`src/hdl/tsh32_pkg.sv`:
```
// Package for the table string hash unit: constants, register indexes,
// the nibble table and the shared structure types. No dependencies.
`default_nettype none

package tsh32_pkg;

  localparam int unsigned HashW   = 32;
  localparam int unsigned CharW   = 8;
  localparam int unsigned CfgIdxW = 2;
  localparam int unsigned CfgDatW = 32;

  localparam logic [CfgIdxW-1:0] CfgRawMode = 2'd0;
  localparam logic [CfgIdxW-1:0] CfgSeed    = 2'd1;

  localparam logic [HashW-1:0] DefaultSeed = 32'h7FED7FED;
  localparam logic [HashW-1:0] OffsetInit  = 32'hEEEEEEEE;
  localparam logic [HashW-1:0] OffsetBias  = 32'h00000003;
  localparam logic [HashW-1:0] HashOne     = 32'h00000001;

  localparam logic [CharW-1:0] CharNul       = 8'h00;
  localparam logic [CharW-1:0] CharLowerA    = 8'h61;
  localparam logic [CharW-1:0] CharLowerZ    = 8'h7A;
  localparam logic [CharW-1:0] CaseDelta     = 8'h20;
  localparam logic [CharW-1:0] CharSlash     = 8'h2F;
  localparam logic [CharW-1:0] CharBackslash = 8'h5C;

  typedef struct packed {
    logic [HashW-1:0] hash;
    logic [HashW-1:0] offset;
    logic             at_start;
  } state_t;

  typedef struct packed {
    logic             raw_mode;
    logic [HashW-1:0] seed;
  } cfg_t;

  function automatic logic [HashW-1:0] nib_word(input logic [3:0] idx);
    logic [HashW-1:0] w;
    case (idx)
      4'h0:    w = 32'h486E26EE;
      4'h1:    w = 32'hDCAA16B3;
      4'h2:    w = 32'hE1918EEF;
      4'h3:    w = 32'h202DAFDB;
      4'h4:    w = 32'h341C7DC7;
      4'h5:    w = 32'h1C365303;
      4'h6:    w = 32'h40EF2D37;
      4'h7:    w = 32'h65FD5E49;
      4'h8:    w = 32'hD6057177;
      4'h9:    w = 32'h904ECE93;
      4'hA:    w = 32'h1C38024F;
      4'hB:    w = 32'h98FD323B;
      4'hC:    w = 32'hE3061AE7;
      4'hD:    w = 32'hA39B0FA1;
      4'hE:    w = 32'h9797F25F;
      4'hF:    w = 32'hE4444563;
      default: w = '0;
    endcase
    return w;
  endfunction

endpackage

`default_nettype wire

```
`src/hdl/table_string_hash_32_unit.sv`:
```
// Top level of the table string hash unit: input register, state update,
// result register. Depends on tsh32_pkg, tsh32_cfg and tsh32_step.
//
//   Channel   Direction  Handshake                Payload
//   in        request    in_valid_i / in_ready_o   char_code_i
//   out       result     out_valid_o / out_ready_i hash_value_o
//   cfg       write      cfg_valid_i / cfg_ready_o cfg_index_i, cfg_data_i
//
// A character is taken into the input register and processed from there, so one
// character per cycle is sustained while the input does not stall. A terminator's
// hash is written from the input register into the result register.
// Reset clears the state to the start of a string and empties both registers.
// A terminator held while the result register is still full stalls the input.
`default_nettype none

module table_string_hash_32_unit (
  input  wire logic                          clk_i,
  input  wire logic                          rst_ni,
  input  wire logic                          in_valid_i,
  output logic                               in_ready_o,
  input  wire logic [tsh32_pkg::CharW-1:0]   char_code_i,
  output logic                               out_valid_o,
  input  wire logic                          out_ready_i,
  output logic [tsh32_pkg::HashW-1:0]        hash_value_o,
  input  wire logic                          cfg_valid_i,
  output logic                               cfg_ready_o,
  input  wire logic [tsh32_pkg::CfgIdxW-1:0] cfg_index_i,
  input  wire logic [tsh32_pkg::CfgDatW-1:0] cfg_data_i
);

  tsh32_pkg::cfg_t             cfg;
  tsh32_pkg::state_t           state_q, state_d;
  logic                        s1_valid_q;
  logic [tsh32_pkg::CharW-1:0] s1_char_q;
  logic                        out_valid_q;
  logic [tsh32_pkg::HashW-1:0] out_hash_q;
  logic                        term;
  logic [tsh32_pkg::HashW-1:0] result;
  logic                        s2_go;
  logic                        in_take;

  assign cfg_ready_o = 1'b1;

  tsh32_cfg u_cfg (
    .clk_i      (clk_i),
    .rst_ni     (rst_ni),
    .wr_en_i    (cfg_valid_i),
    .wr_index_i (cfg_index_i),
    .wr_data_i  (cfg_data_i),
    .cfg_o      (cfg)
  );

  tsh32_step u_step (
    .state_i  (state_q),
    .cfg_i    (cfg),
    .char_i   (s1_char_q),
    .state_o  (state_d),
    .term_o   (term),
    .result_o (result)
  );

  assign s2_go      = s1_valid_q && (!term || !out_valid_q || out_ready_i);
  assign in_ready_o = !s1_valid_q || s2_go;
  assign in_take    = in_valid_i && in_ready_o;

  always_ff @(posedge clk_i or negedge rst_ni) begin
    if (!rst_ni) begin
      s1_valid_q <= 1'b0;
    end else if (in_ready_o) begin
      s1_valid_q <= in_valid_i;
    end
  end

  always_ff @(posedge clk_i) begin
    if (in_take) begin
      s1_char_q <= char_code_i;
    end
  end

  always_ff @(posedge clk_i or negedge rst_ni) begin
    if (!rst_ni) begin
      state_q.hash     <= '0;
      state_q.offset   <= tsh32_pkg::OffsetInit;
      state_q.at_start <= 1'b1;
    end else if (s2_go) begin
      state_q <= state_d;
    end
  end

  always_ff @(posedge clk_i or negedge rst_ni) begin
    if (!rst_ni) begin
      out_valid_q <= 1'b0;
    end else if (s2_go && term) begin
      out_valid_q <= 1'b1;
    end else if (out_ready_i) begin
      out_valid_q <= 1'b0;
    end
  end

  always_ff @(posedge clk_i) begin
    if (s2_go && term) begin
      out_hash_q <= result;
    end
  end

  assign out_valid_o  = out_valid_q;
  assign hash_value_o = out_hash_q;

  a_hash_nonzero: assert property (@(posedge clk_i) disable iff (!rst_ni)
    out_valid_o |-> (hash_value_o != '0))
    else $error("result hash is zero");

  a_rearm: assert property (@(posedge clk_i) disable iff (!rst_ni)
    (s2_go && term) |=> (state_q.at_start && out_valid_q))
    else $error("terminator did not rearm or load a result");

  a_s1_hold: assert property (@(posedge clk_i) disable iff (!rst_ni)
    (s1_valid_q && !s2_go) |=> (s1_valid_q && $stable(s1_char_q)))
    else $error("held character was lost or changed");

  a_no_overrun: assert property (@(posedge clk_i) disable iff (!rst_ni)
    (out_valid_q && !out_ready_i) |-> !(s2_go && term))
    else $error("result register overwritten before it was taken");

endmodule

`default_nettype wire

```
`src/hdl/tsh32_cfg.sv`:
```
// Configuration registers of the table string hash unit (raw mode, seed).
// Depends on tsh32_pkg.
`default_nettype none

module tsh32_cfg (
  input  wire logic                         clk_i,
  input  wire logic                         rst_ni,
  input  wire logic                         wr_en_i,
  input  wire logic [tsh32_pkg::CfgIdxW-1:0] wr_index_i,
  input  wire logic [tsh32_pkg::CfgDatW-1:0] wr_data_i,
  output tsh32_pkg::cfg_t                   cfg_o
);

  logic                          raw_mode_q;
  logic [tsh32_pkg::HashW-1:0]   seed_q;

  always_ff @(posedge clk_i or negedge rst_ni) begin
    if (!rst_ni) begin
      raw_mode_q <= 1'b0;
      seed_q     <= '0;
    end else if (wr_en_i) begin
      case (wr_index_i)
        tsh32_pkg::CfgRawMode: raw_mode_q <= wr_data_i[0];
        tsh32_pkg::CfgSeed:    seed_q     <= wr_data_i[tsh32_pkg::HashW-1:0];
        default: ;
      endcase
    end
  end

  assign cfg_o.raw_mode = raw_mode_q;
  assign cfg_o.seed     = seed_q;

endmodule

`default_nettype wire

```
`src/hdl/tsh32_step.sv`:
```
// Combinational update of the running hash and offset for one character.
// Depends on tsh32_pkg.
`default_nettype none

module tsh32_step (
  input  wire tsh32_pkg::state_t           state_i,
  input  wire tsh32_pkg::cfg_t             cfg_i,
  input  wire logic [tsh32_pkg::CharW-1:0] char_i,
  output tsh32_pkg::state_t                state_o,
  output logic                             term_o,
  output logic [tsh32_pkg::HashW-1:0]      result_o
);

  logic [tsh32_pkg::HashW-1:0] hash_start;
  logic [tsh32_pkg::HashW-1:0] off_start;
  logic [tsh32_pkg::CharW-1:0] folded;
  logic [tsh32_pkg::HashW-1:0] hash_sum;
  logic [tsh32_pkg::HashW-1:0] nib_diff;
  logic [tsh32_pkg::HashW-1:0] hash_new;
  logic [tsh32_pkg::HashW-1:0] off_new;

  always_comb begin
    if (state_i.at_start) begin
      hash_start = (cfg_i.seed != '0) ? cfg_i.seed : tsh32_pkg::DefaultSeed;
      off_start  = tsh32_pkg::OffsetInit;
    end else begin
      hash_start = state_i.hash;
      off_start  = state_i.offset;
    end

    folded = char_i;
    if (!cfg_i.raw_mode) begin
      if (char_i inside {[tsh32_pkg::CharLowerA:tsh32_pkg::CharLowerZ]}) begin
        folded = char_i - tsh32_pkg::CaseDelta;
      end else if (char_i == tsh32_pkg::CharSlash) begin
        folded = tsh32_pkg::CharBackslash;
      end
    end

    hash_sum = hash_start + off_start;
    nib_diff = tsh32_pkg::nib_word(folded[7:4]) - tsh32_pkg::nib_word(folded[3:0]);
    hash_new = hash_sum ^ nib_diff;
    off_new  = (off_start << 5) + off_start
             + {{(tsh32_pkg::HashW-tsh32_pkg::CharW){1'b0}}, folded}
             + hash_new + tsh32_pkg::OffsetBias;

    term_o   = (char_i == tsh32_pkg::CharNul);
    result_o = (hash_start != '0) ? hash_start : tsh32_pkg::HashOne;

    if (term_o) begin
      state_o.hash     = hash_start;
      state_o.offset   = off_start;
      state_o.at_start = 1'b1;
    end else begin
      state_o.hash     = hash_new;
      state_o.offset   = off_new;
      state_o.at_start = 1'b0;
    end
  end

endmodule

`default_nettype wire

```
`config.mk`:
```
export PLATFORM = sky130hd
export DESIGN_NAME = table_string_hash_32_unit
export DESIGN_NICKNAME = d
export VERILOG_FILES = /design/src/hdl/tsh32_pkg.sv /design/src/hdl/table_string_hash_32_unit.sv /design/src/hdl/tsh32_cfg.sv /design/src/hdl/tsh32_step.sv
export SDC_FILE = /design/constraint.sdc
export NUM_CORES = 1
export LEC_CHECK = 0
export ABC_AREA = 1
export BUFFER_PORTS_ARGS = -buffer_cell sky130_fd_sc_hd__clkbuf_2
export CAP_MARGIN = 0
export CELL_PAD_IN_SITES_DETAIL_PLACEMENT = 0
export CELL_PAD_IN_SITES_GLOBAL_PLACEMENT = 2
export CORE_MARGIN = 2
export CORE_UTILIZATION = 33
export CTS_CLUSTER_SIZE = 30
export DETAILED_ROUTE_END_ITERATION = 10
export GPL_TIMING_DRIVEN = 0
export PLACE_DENSITY = 0.75
export SLEW_MARGIN = 0
export SYNTH_ARGS = -nofsm -noshare
export SYNTH_HDL_FRONTEND = slang
export SYNTH_SLANG_ARGS = --single-unit
export TNS_END_PERCENT = 1
```
`constraint.sdc`:
```
create_clock -name clk_i -period 5.85 [get_ports clk_i]
set_clock_uncertainty 0.1 [all_clocks]
set_input_delay 1.17 -clock clk_i [delete_from_list [all_inputs] [get_ports clk_i]]
set_output_delay 1.17 -clock clk_i [all_outputs]
set_load 0.01 [all_outputs]
```
After elaboration in Yosys (flattened, before gate mapping)
Memory sizes are Yosys's and may differ from the RTL's.
Index checks and enable logic that the tools add are counted.
- input port bits: 47
- bits in registers: 140
- memories kept: 2
- logic and storage cells: 49
- bits in read-only memories: 1024
- memories (memory ; words ; bits a word ; rd ports ; clocked after memory_dff ; write ports ; RTL line ; source):
    (no name shown) ; 16 ; 32 ; 1 ; 0 ; 0 ; tsh32_pkg.sv:40 ; case (idx)
    (no name shown) ; 16 ; 32 ; 1 ; 0 ; 0 ; tsh32_pkg.sv:40 ;
- add/subtract/negate cells: 7
- magnitude comparators: 2
- bitwise operators: 1
- multiplexer cells: 9
- equality and inequality tests: 2
- reductions and logical operators: 17
- operators by type and width (operator ; count):
    $add 32x32->32 ; 3
    $mux 32 ; 3
    $mux 65 ; 1
    $reduce_bool 32->1 ; 2
    $add 32x2->32 const B ; 1
    $add 32x8->32 ; 1
    $sub 32x32->32 ; 1
    $xor 32x32->32 ; 1
    $mux 8 ; 3
    $eq 8x6->1 const B ; 1
    $ge 8x7->1 const B ; 1
    $le 8x7->1 const B ; 1
    $logic_not 8->1 ; 1
    $sub 8x6->8 const B ; 1
    $logic_and 1x1->1 ; 4
    $reduce_and 2->1 ; 2
    $logic_not 1->1 ; 3
    $logic_or 1x1->1 ; 3
    $eq 2x1->1 const B ; 1
    $logic_not 2->1 ; 1
    $mux 1 ; 2
    $reduce_bool 2->1 ; 1

Logic depth before layout (Yosys ltp)
An unclocked memory read counts as a cell.
- depth in word-level cells: 10
- gate-level depth with buffers: 47
- depth with buffers taken out: 46

Cells and area by module
A second synthesis with hierarchy kept.
- cell total of the unflattened synthesis: 2232
- area total of the unflattened synthesis: 15280.9 um^2
- modules (own cells, without submodules) (module ; area each (um^2) ; cells an instance ; instances):
    tsh32_step ; 9937.0 ; 1744 ; 1
    table_string_hash_32_unit ; 3927.5 ; 337 ; 1
    tsh32_cfg ; 1416.4 ; 151 ; 1

Worst setup path after synthesis
Ideal clock, no wire load.
- path kind: reg2reg
- start: reg s1_char_q[2] (netlist bit)
- end: reg state_q[28] (netlist bit)
- library setup time: 81 ps
- data required time: 5669 ps
- buffers on the path: 0
- cell stages (with the launch flop): 38
- data arrival time: 5970 ps
- slack: -301 ps
- path through: edfxtp_1 nand2_2 nor2_2 nand4_4 inv_1 nor2_1 inv_1 ha_1 inv_1 nand2_1 a31oi_1 ha_1 a21oi_1 nand2_1 nand3_1 nand3_1 a21boi_0 o21ai_0 [... 2 more ...] inv_1 fa_1 inv_1 ha_1 ha_1 nand2_1 inv_1 nand2_1 nor3_1 nand3_1 nand3_1 nand2_1 nand2_1 nand3_1 nand2_1 xor2_1 nand2_1 o211ai_1
- longest elaborated chain between the ends: 10
- ends and longest elaborated chain (element ; RTL line ; source):
    start, declared ; table_string_hash_32_unit.sv:34 ; logic [tsh32_pkg::CharW-1:0] s1_char_q;
    start signal, assigned ; table_string_hash_32_unit.sv:76 ; s1_char_q <= char_code_i;
    $ge 8x7->1, or another cell as far along ; tsh32_step.sv:33 ; if (char_i inside {[tsh32_pkg::CharLowerA:tsh32_pkg::CharLowerZ]}) begin
    $logic_and 1x1->1 or $mux 8 (tied branches) ; tsh32_step.sv:33, tsh32_step.sv:35 ;
    $mux 8 ; tsh32_step.sv:33 ;
    $mux 8 ; tsh32_step.sv:32 ; if (!cfg_i.raw_mode) begin
    $mem_v2 16x32 ; -- ;
    $sub 32x32->32 ; tsh32_step.sv:41 ; nib_diff = tsh32_pkg::nib_word(folded[7:4]) - tsh32_pkg::nib_word(folded[3:0]);
    $xor 32x32->32 ; tsh32_step.sv:42 ; hash_new = hash_sum ^ nib_diff;
    $add 32x32->32 ; tsh32_step.sv:45 ; + hash_new + tsh32_pkg::OffsetBias;
    $add 32x2->32 ; tsh32_step.sv:45 ;
    $mux 65 ; tsh32_step.sv:50 ; if (term_o) begin
    end signal, assigned ; table_string_hash_32_unit.sv:86 ; state_q <= state_d;
    end, declared ; table_string_hash_32_unit.sv:32 ; tsh32_pkg::state_t state_q, state_d;
Several ways; a longest one is shown, not always the timed one.
A chain may end at the register's enable or synchronous reset.

Worst setup path in the final report
- start: reg u_cfg.raw_mode_q
- end: reg state_q[32] (netlist bit)
- longest elaborated chain between the ends: 7
- ends and longest elaborated chain (element ; RTL line ; source):
    start, declared ; tsh32_cfg.sv:14 ; logic raw_mode_q;
    start signal, assigned ; tsh32_cfg.sv:23 ; tsh32_pkg::CfgRawMode: raw_mode_q <= wr_data_i[0];
    $mux 8 (*) ; tsh32_step.sv:32 ;
    $mem_v2 16x32 ; -- ;
    $sub 32x32->32 ; tsh32_step.sv:41 ;
    $xor 32x32->32 ; tsh32_step.sv:42 ;
    $add 32x32->32 (*) ; tsh32_step.sv:45 ;
    $add 32x2->32 (*) ; tsh32_step.sv:45 ;
    $mux 65 (*) ; tsh32_step.sv:50 ;
Every way passes the cells marked *; elsewhere a longest branch is shown, timed or not.

==> metrics.csv <==
stage,metric,value,unit
yosys,sequential-to-total area share from yosys stat,25.84,%
drt,via count,14604,
grt,gr ovfl total,0,
run_status,failing checks,negative setup slack,
timing,max-slew violations,0,
timing,final hold violations,0,
cells_and_area,share of cells above drive strength 1,23.42,%
cells_and_area,ANT cells,0,
yosys,Yosys top cell area share,12.98,%
timing,Rel. slew slack,21.70,%
yosys,Netlist cell types,61,
cts,Clock Tree Buf Depth,2,
worst_setup_path,Worst R2R Path Depth,42,
worst_setup_path,CP arrival,6.81,ns
timing,Tightest Pin Transition,1.174,ns
cts,# clock sinks,140,
placed_design,IO buf count,80,
drt,initial DRC count,1049,
worst_setup_path,slowest CP cell,fa_1,
yosys,Area contributors post-synth,"dfrtp_1 (13%), ha_1 (11%), nand2_1 (10%), inv_1 (8.9%), edfxtp_1 (8.3%)",
cells_and_area,Layout Nets,2416,
worst_setup_path,endpoint type of the worst setup path,register,
placed_design,RD Place Congestion,0.9075,
yosys,"area leader, netlist",dfrtp_1,
grt,All-Layer GR Usage,27.63,%
yosys,syn_area_per_cell,7.128,µm²
die,die area,0.04550,mm²
timing,TNS Setup,-8.319,ns
yosys,Post-synth EDFFs,40,
worst_setup_path,critical path class,register to register,
die,core footprint,0.04317,mm²
worst_setup_path,Crit path required time,6.17,ns
timing,"Setup violations, final",21,
hold_path,hold path depth,2,
grt,vias in the first global route,14428,
cts,H-tree levels,4,
grt,pin count of the biggest net entering global routing,97,
cts,CTS tree,yes,
yosys,Synth warnings,0,
drt,vias per inst,5.214,
timing,RSZ-0062 raised after global routing,yes,
cts,hold_buf cts,0,
cts,Clock Pin Slew Worst Setup and Hold Paths,0.07,ns
cts,Worst-Skew Late Latency,0.48,ns
cells_and_area,area delta synth->final,25.86,%
cts,CTS root buf,clkbuf_16,
yosys,top_reg_cell synth,dfrtp_1,
drt,Final ANT Viol Nets,0,
drt,drt pass-1 iters,6,
cts,CTS buffer count,17,
die,Starting Density,33.49,%
yosys,synthesized flop and latch total,140,
yosys,Synth Cell Area,0.01446,mm²
drt,DR DRC count,0,
grt,first-pass GRT wire length,91530,µm
drt,wire length per cell,21.69,µm
timing,final hold slack,0.3984,ns
drt,DRT Wirelength,60750,µm
timing,final critical-path required period,6.488,ns
cells_and_area,Non-Filler Instances,2801,
cells_and_area,"Core Util, Final",42.15,%
placed_design,Post-DP HPWL,50090,µm
die,Die Wd,213.3,µm
placed_design,cell count after placement,2694,
worst_setup_path,Slowest Stage Delay on Critical Path,0.62,ns
yosys,share of synthesized registers carrying an async set or reset,71.43,%
yosys,Post-Synthesis Cells,2028,
worst_setup_path,critical-path maximum fanout,11,
timing,fin crit share,110.9,%
grt,initial antenna violation count,0,
run,total of max-cap violations,0,
die,io pins,82,
cells_and_area,Filler Cells Inserted,4583,
timing,"Worst Setup Slack, final",-0.6379,ns
worst_setup_path,crit start category,register,
die,die height,213.3,µm
die,row count,76,
worst_setup_path,Most common cell on crit path,nand2_1,
hold_path,Hold Path Class,register to register,
run_status,status,"complete, but fails checks",
yosys,Syn Nets,2241,
timing,fmax,0.1541,GHz
==> cell usage in the layout (no fill, tap or decap), types with 12 or more instances in the layout <==
master     netlist  routed
a21oi_1        175     138
nor3_1          34      29
a21o_1          16      16
dfrtp_1         75      75
clkbuf_16        0      18
xor2_2           0      17
nand2_1        398     371
xnor2_1         33      28
nor2_4           1      13
ha_4             0      27
nand4_1         16      16
nand3_1         78      72
nor2_2           6      20
clkbuf_1        27      22
o211ai_1        20      20
nand2_2          6      29
inv_2            9      27
inv_1          343     318
fa_1            34      32
o21ai_0        116      92
dfstp_2         25      25
buf_4            4      80
xor2_1          60      42
a21oi_2          2      34
o21ai_1          8      18
a31oi_1         18      12
ha_1           132      96
o221ai_1        25      24
nor2_1         201     175
edfxtp_1        40      40
o22ai_1         14      13
clkbuf_2         0      84
==> synthesized netlist by cell type (3+ instances only) <==
cell type / n
a211oi_1: 4
a21boi_0: 7
a21o_1: 16
a21oi_1: 175
a221oi_1: 5
a31oi_1: 18
buf_2: 12
buf_4: 4
clkbuf_1: 27
dfrtp_1: 75
dfstp_2: 25
edfxtp_1: 40
fa_1: 34
ha_1: 132
inv_1: 343
inv_2: 9
mux2_2: 10
nand2_1: 398
nand2_2: 6
nand2_4: 5
nand3_1: 78
nand3_2: 3
nand3b_1: 9
nand4_1: 16
nor2_1: 201
nor2_2: 6
nor3_1: 34
nor4_1: 5
o211ai_1: 20
o21a_1: 7
o21ai_0: 116
o21ai_1: 8
o21bai_1: 12
o221ai_1: 25
o22ai_1: 14
or2_2: 5
xnor2_1: 33
xor2_1: 60
==> cell type report <==
type | instances | area [µm²] | share of cell area [%]
sequential | 140 | 3735 | 20.53
clock inverter | 10 | 81.33 | 0.4470
tap | 585 | 732.0 | 4.023
clock buffer | 22 | 485.5 | 2.668
timing repair buffer | 157 | 1047 | 5.756
inverter | 354 | 1354 | 7.441
buffer | 46 | 251.5 | 1.382
multi-input combinational | 1487 | 10510 | 57.76
==> logic make-up (layout without fill, tap and decap cells) <==
| logic type | Yosys count | in the layout | synth area share, % |
|---|---|---|---|
| DFF | 140 | 140 | 25.84 |
| and+or+nand+nor | 774 | 774 | 22.85 |
| xor gates and xnor gates | 93 | 93 | 5.634 |
| AOI/OAI and AO/OA | 443 | 443 | 18.02 |
| other | 1 | 1 | 0.02594 |
| buffers and inverters | 401 | 589 | 10.72 |
| muxes | 10 | 10 | 0.7790 |
| adders and majority gates | 166 | 166 | 16.13 |
==> stage by stage <==
stage / cell area (µm²) / worst slack, ns
after floorplan: 14480 / 0.01349
after global placement: 15610 / -2.493
after detailed placement: 15650 / -2.405
after CTS: 18020 / -0.5186
after global routing: 18200 / -1.047
final: 18200 / -0.6379
==> worst paths after layout <==
kind                             startpoint          end  slack [ns]
max reg2reg                u_cfg.raw_mode_q  state_q[32]       -0.64
min reg2reg                     state_q[45]  state_q[45]        0.40
min in group asynchronous            rst_ni  state_q[29]        0.41
min                             state_q[45]  state_q[45]        0.40
max                        u_cfg.raw_mode_q  state_q[32]       -0.64
max in group asynchronous            rst_ni  state_q[56]        4.46
==> metal layers <==
layer | global-route usage, % | vias up | routed length [µm] | part of all wire, %
li1 | - | 7032 | - | -
met1 | 38.24 | 7133 | 28450 | 47
met2 | 43.99 | 354 | 27610 | 45
met3 | 3.706 | 85 | 2562 | 4.2
met4 | 10.13 | 0 | 2133 | 3.5
met5 | 0 | - | 0 | 0
==> state kept, by name, indices dropped and copies added, names as in the netlist <==
register	count
state_q	65
s1_char_q	8
s1_valid_q	1
u_cfg.seed_q	32
out_valid_o	1
u_cfg.raw_mode_q	1
hash_value_o	32
==> critical path: cells and delay by family, from the launching register on <==
family                     cells  cell delay (ns)
AOI/OAI and AO/OA              4             0.70
buffers and inverters         13             1.49
DFF                            1             0.39
adders and majority gates      4             1.48
and+or+nand+nor               21             2.26
==> timing repair <==
action	in CTS	in global routing
gates resized for setup	284	37
setup endpoints to repair	29	27
buffers inserted	72	4
gates cloned	0	0
pin swaps	86	14
Power is left out: the tool's default activity adds up to more than one toggle a clock period on the data nets, which glitch-free logic cannot reach.
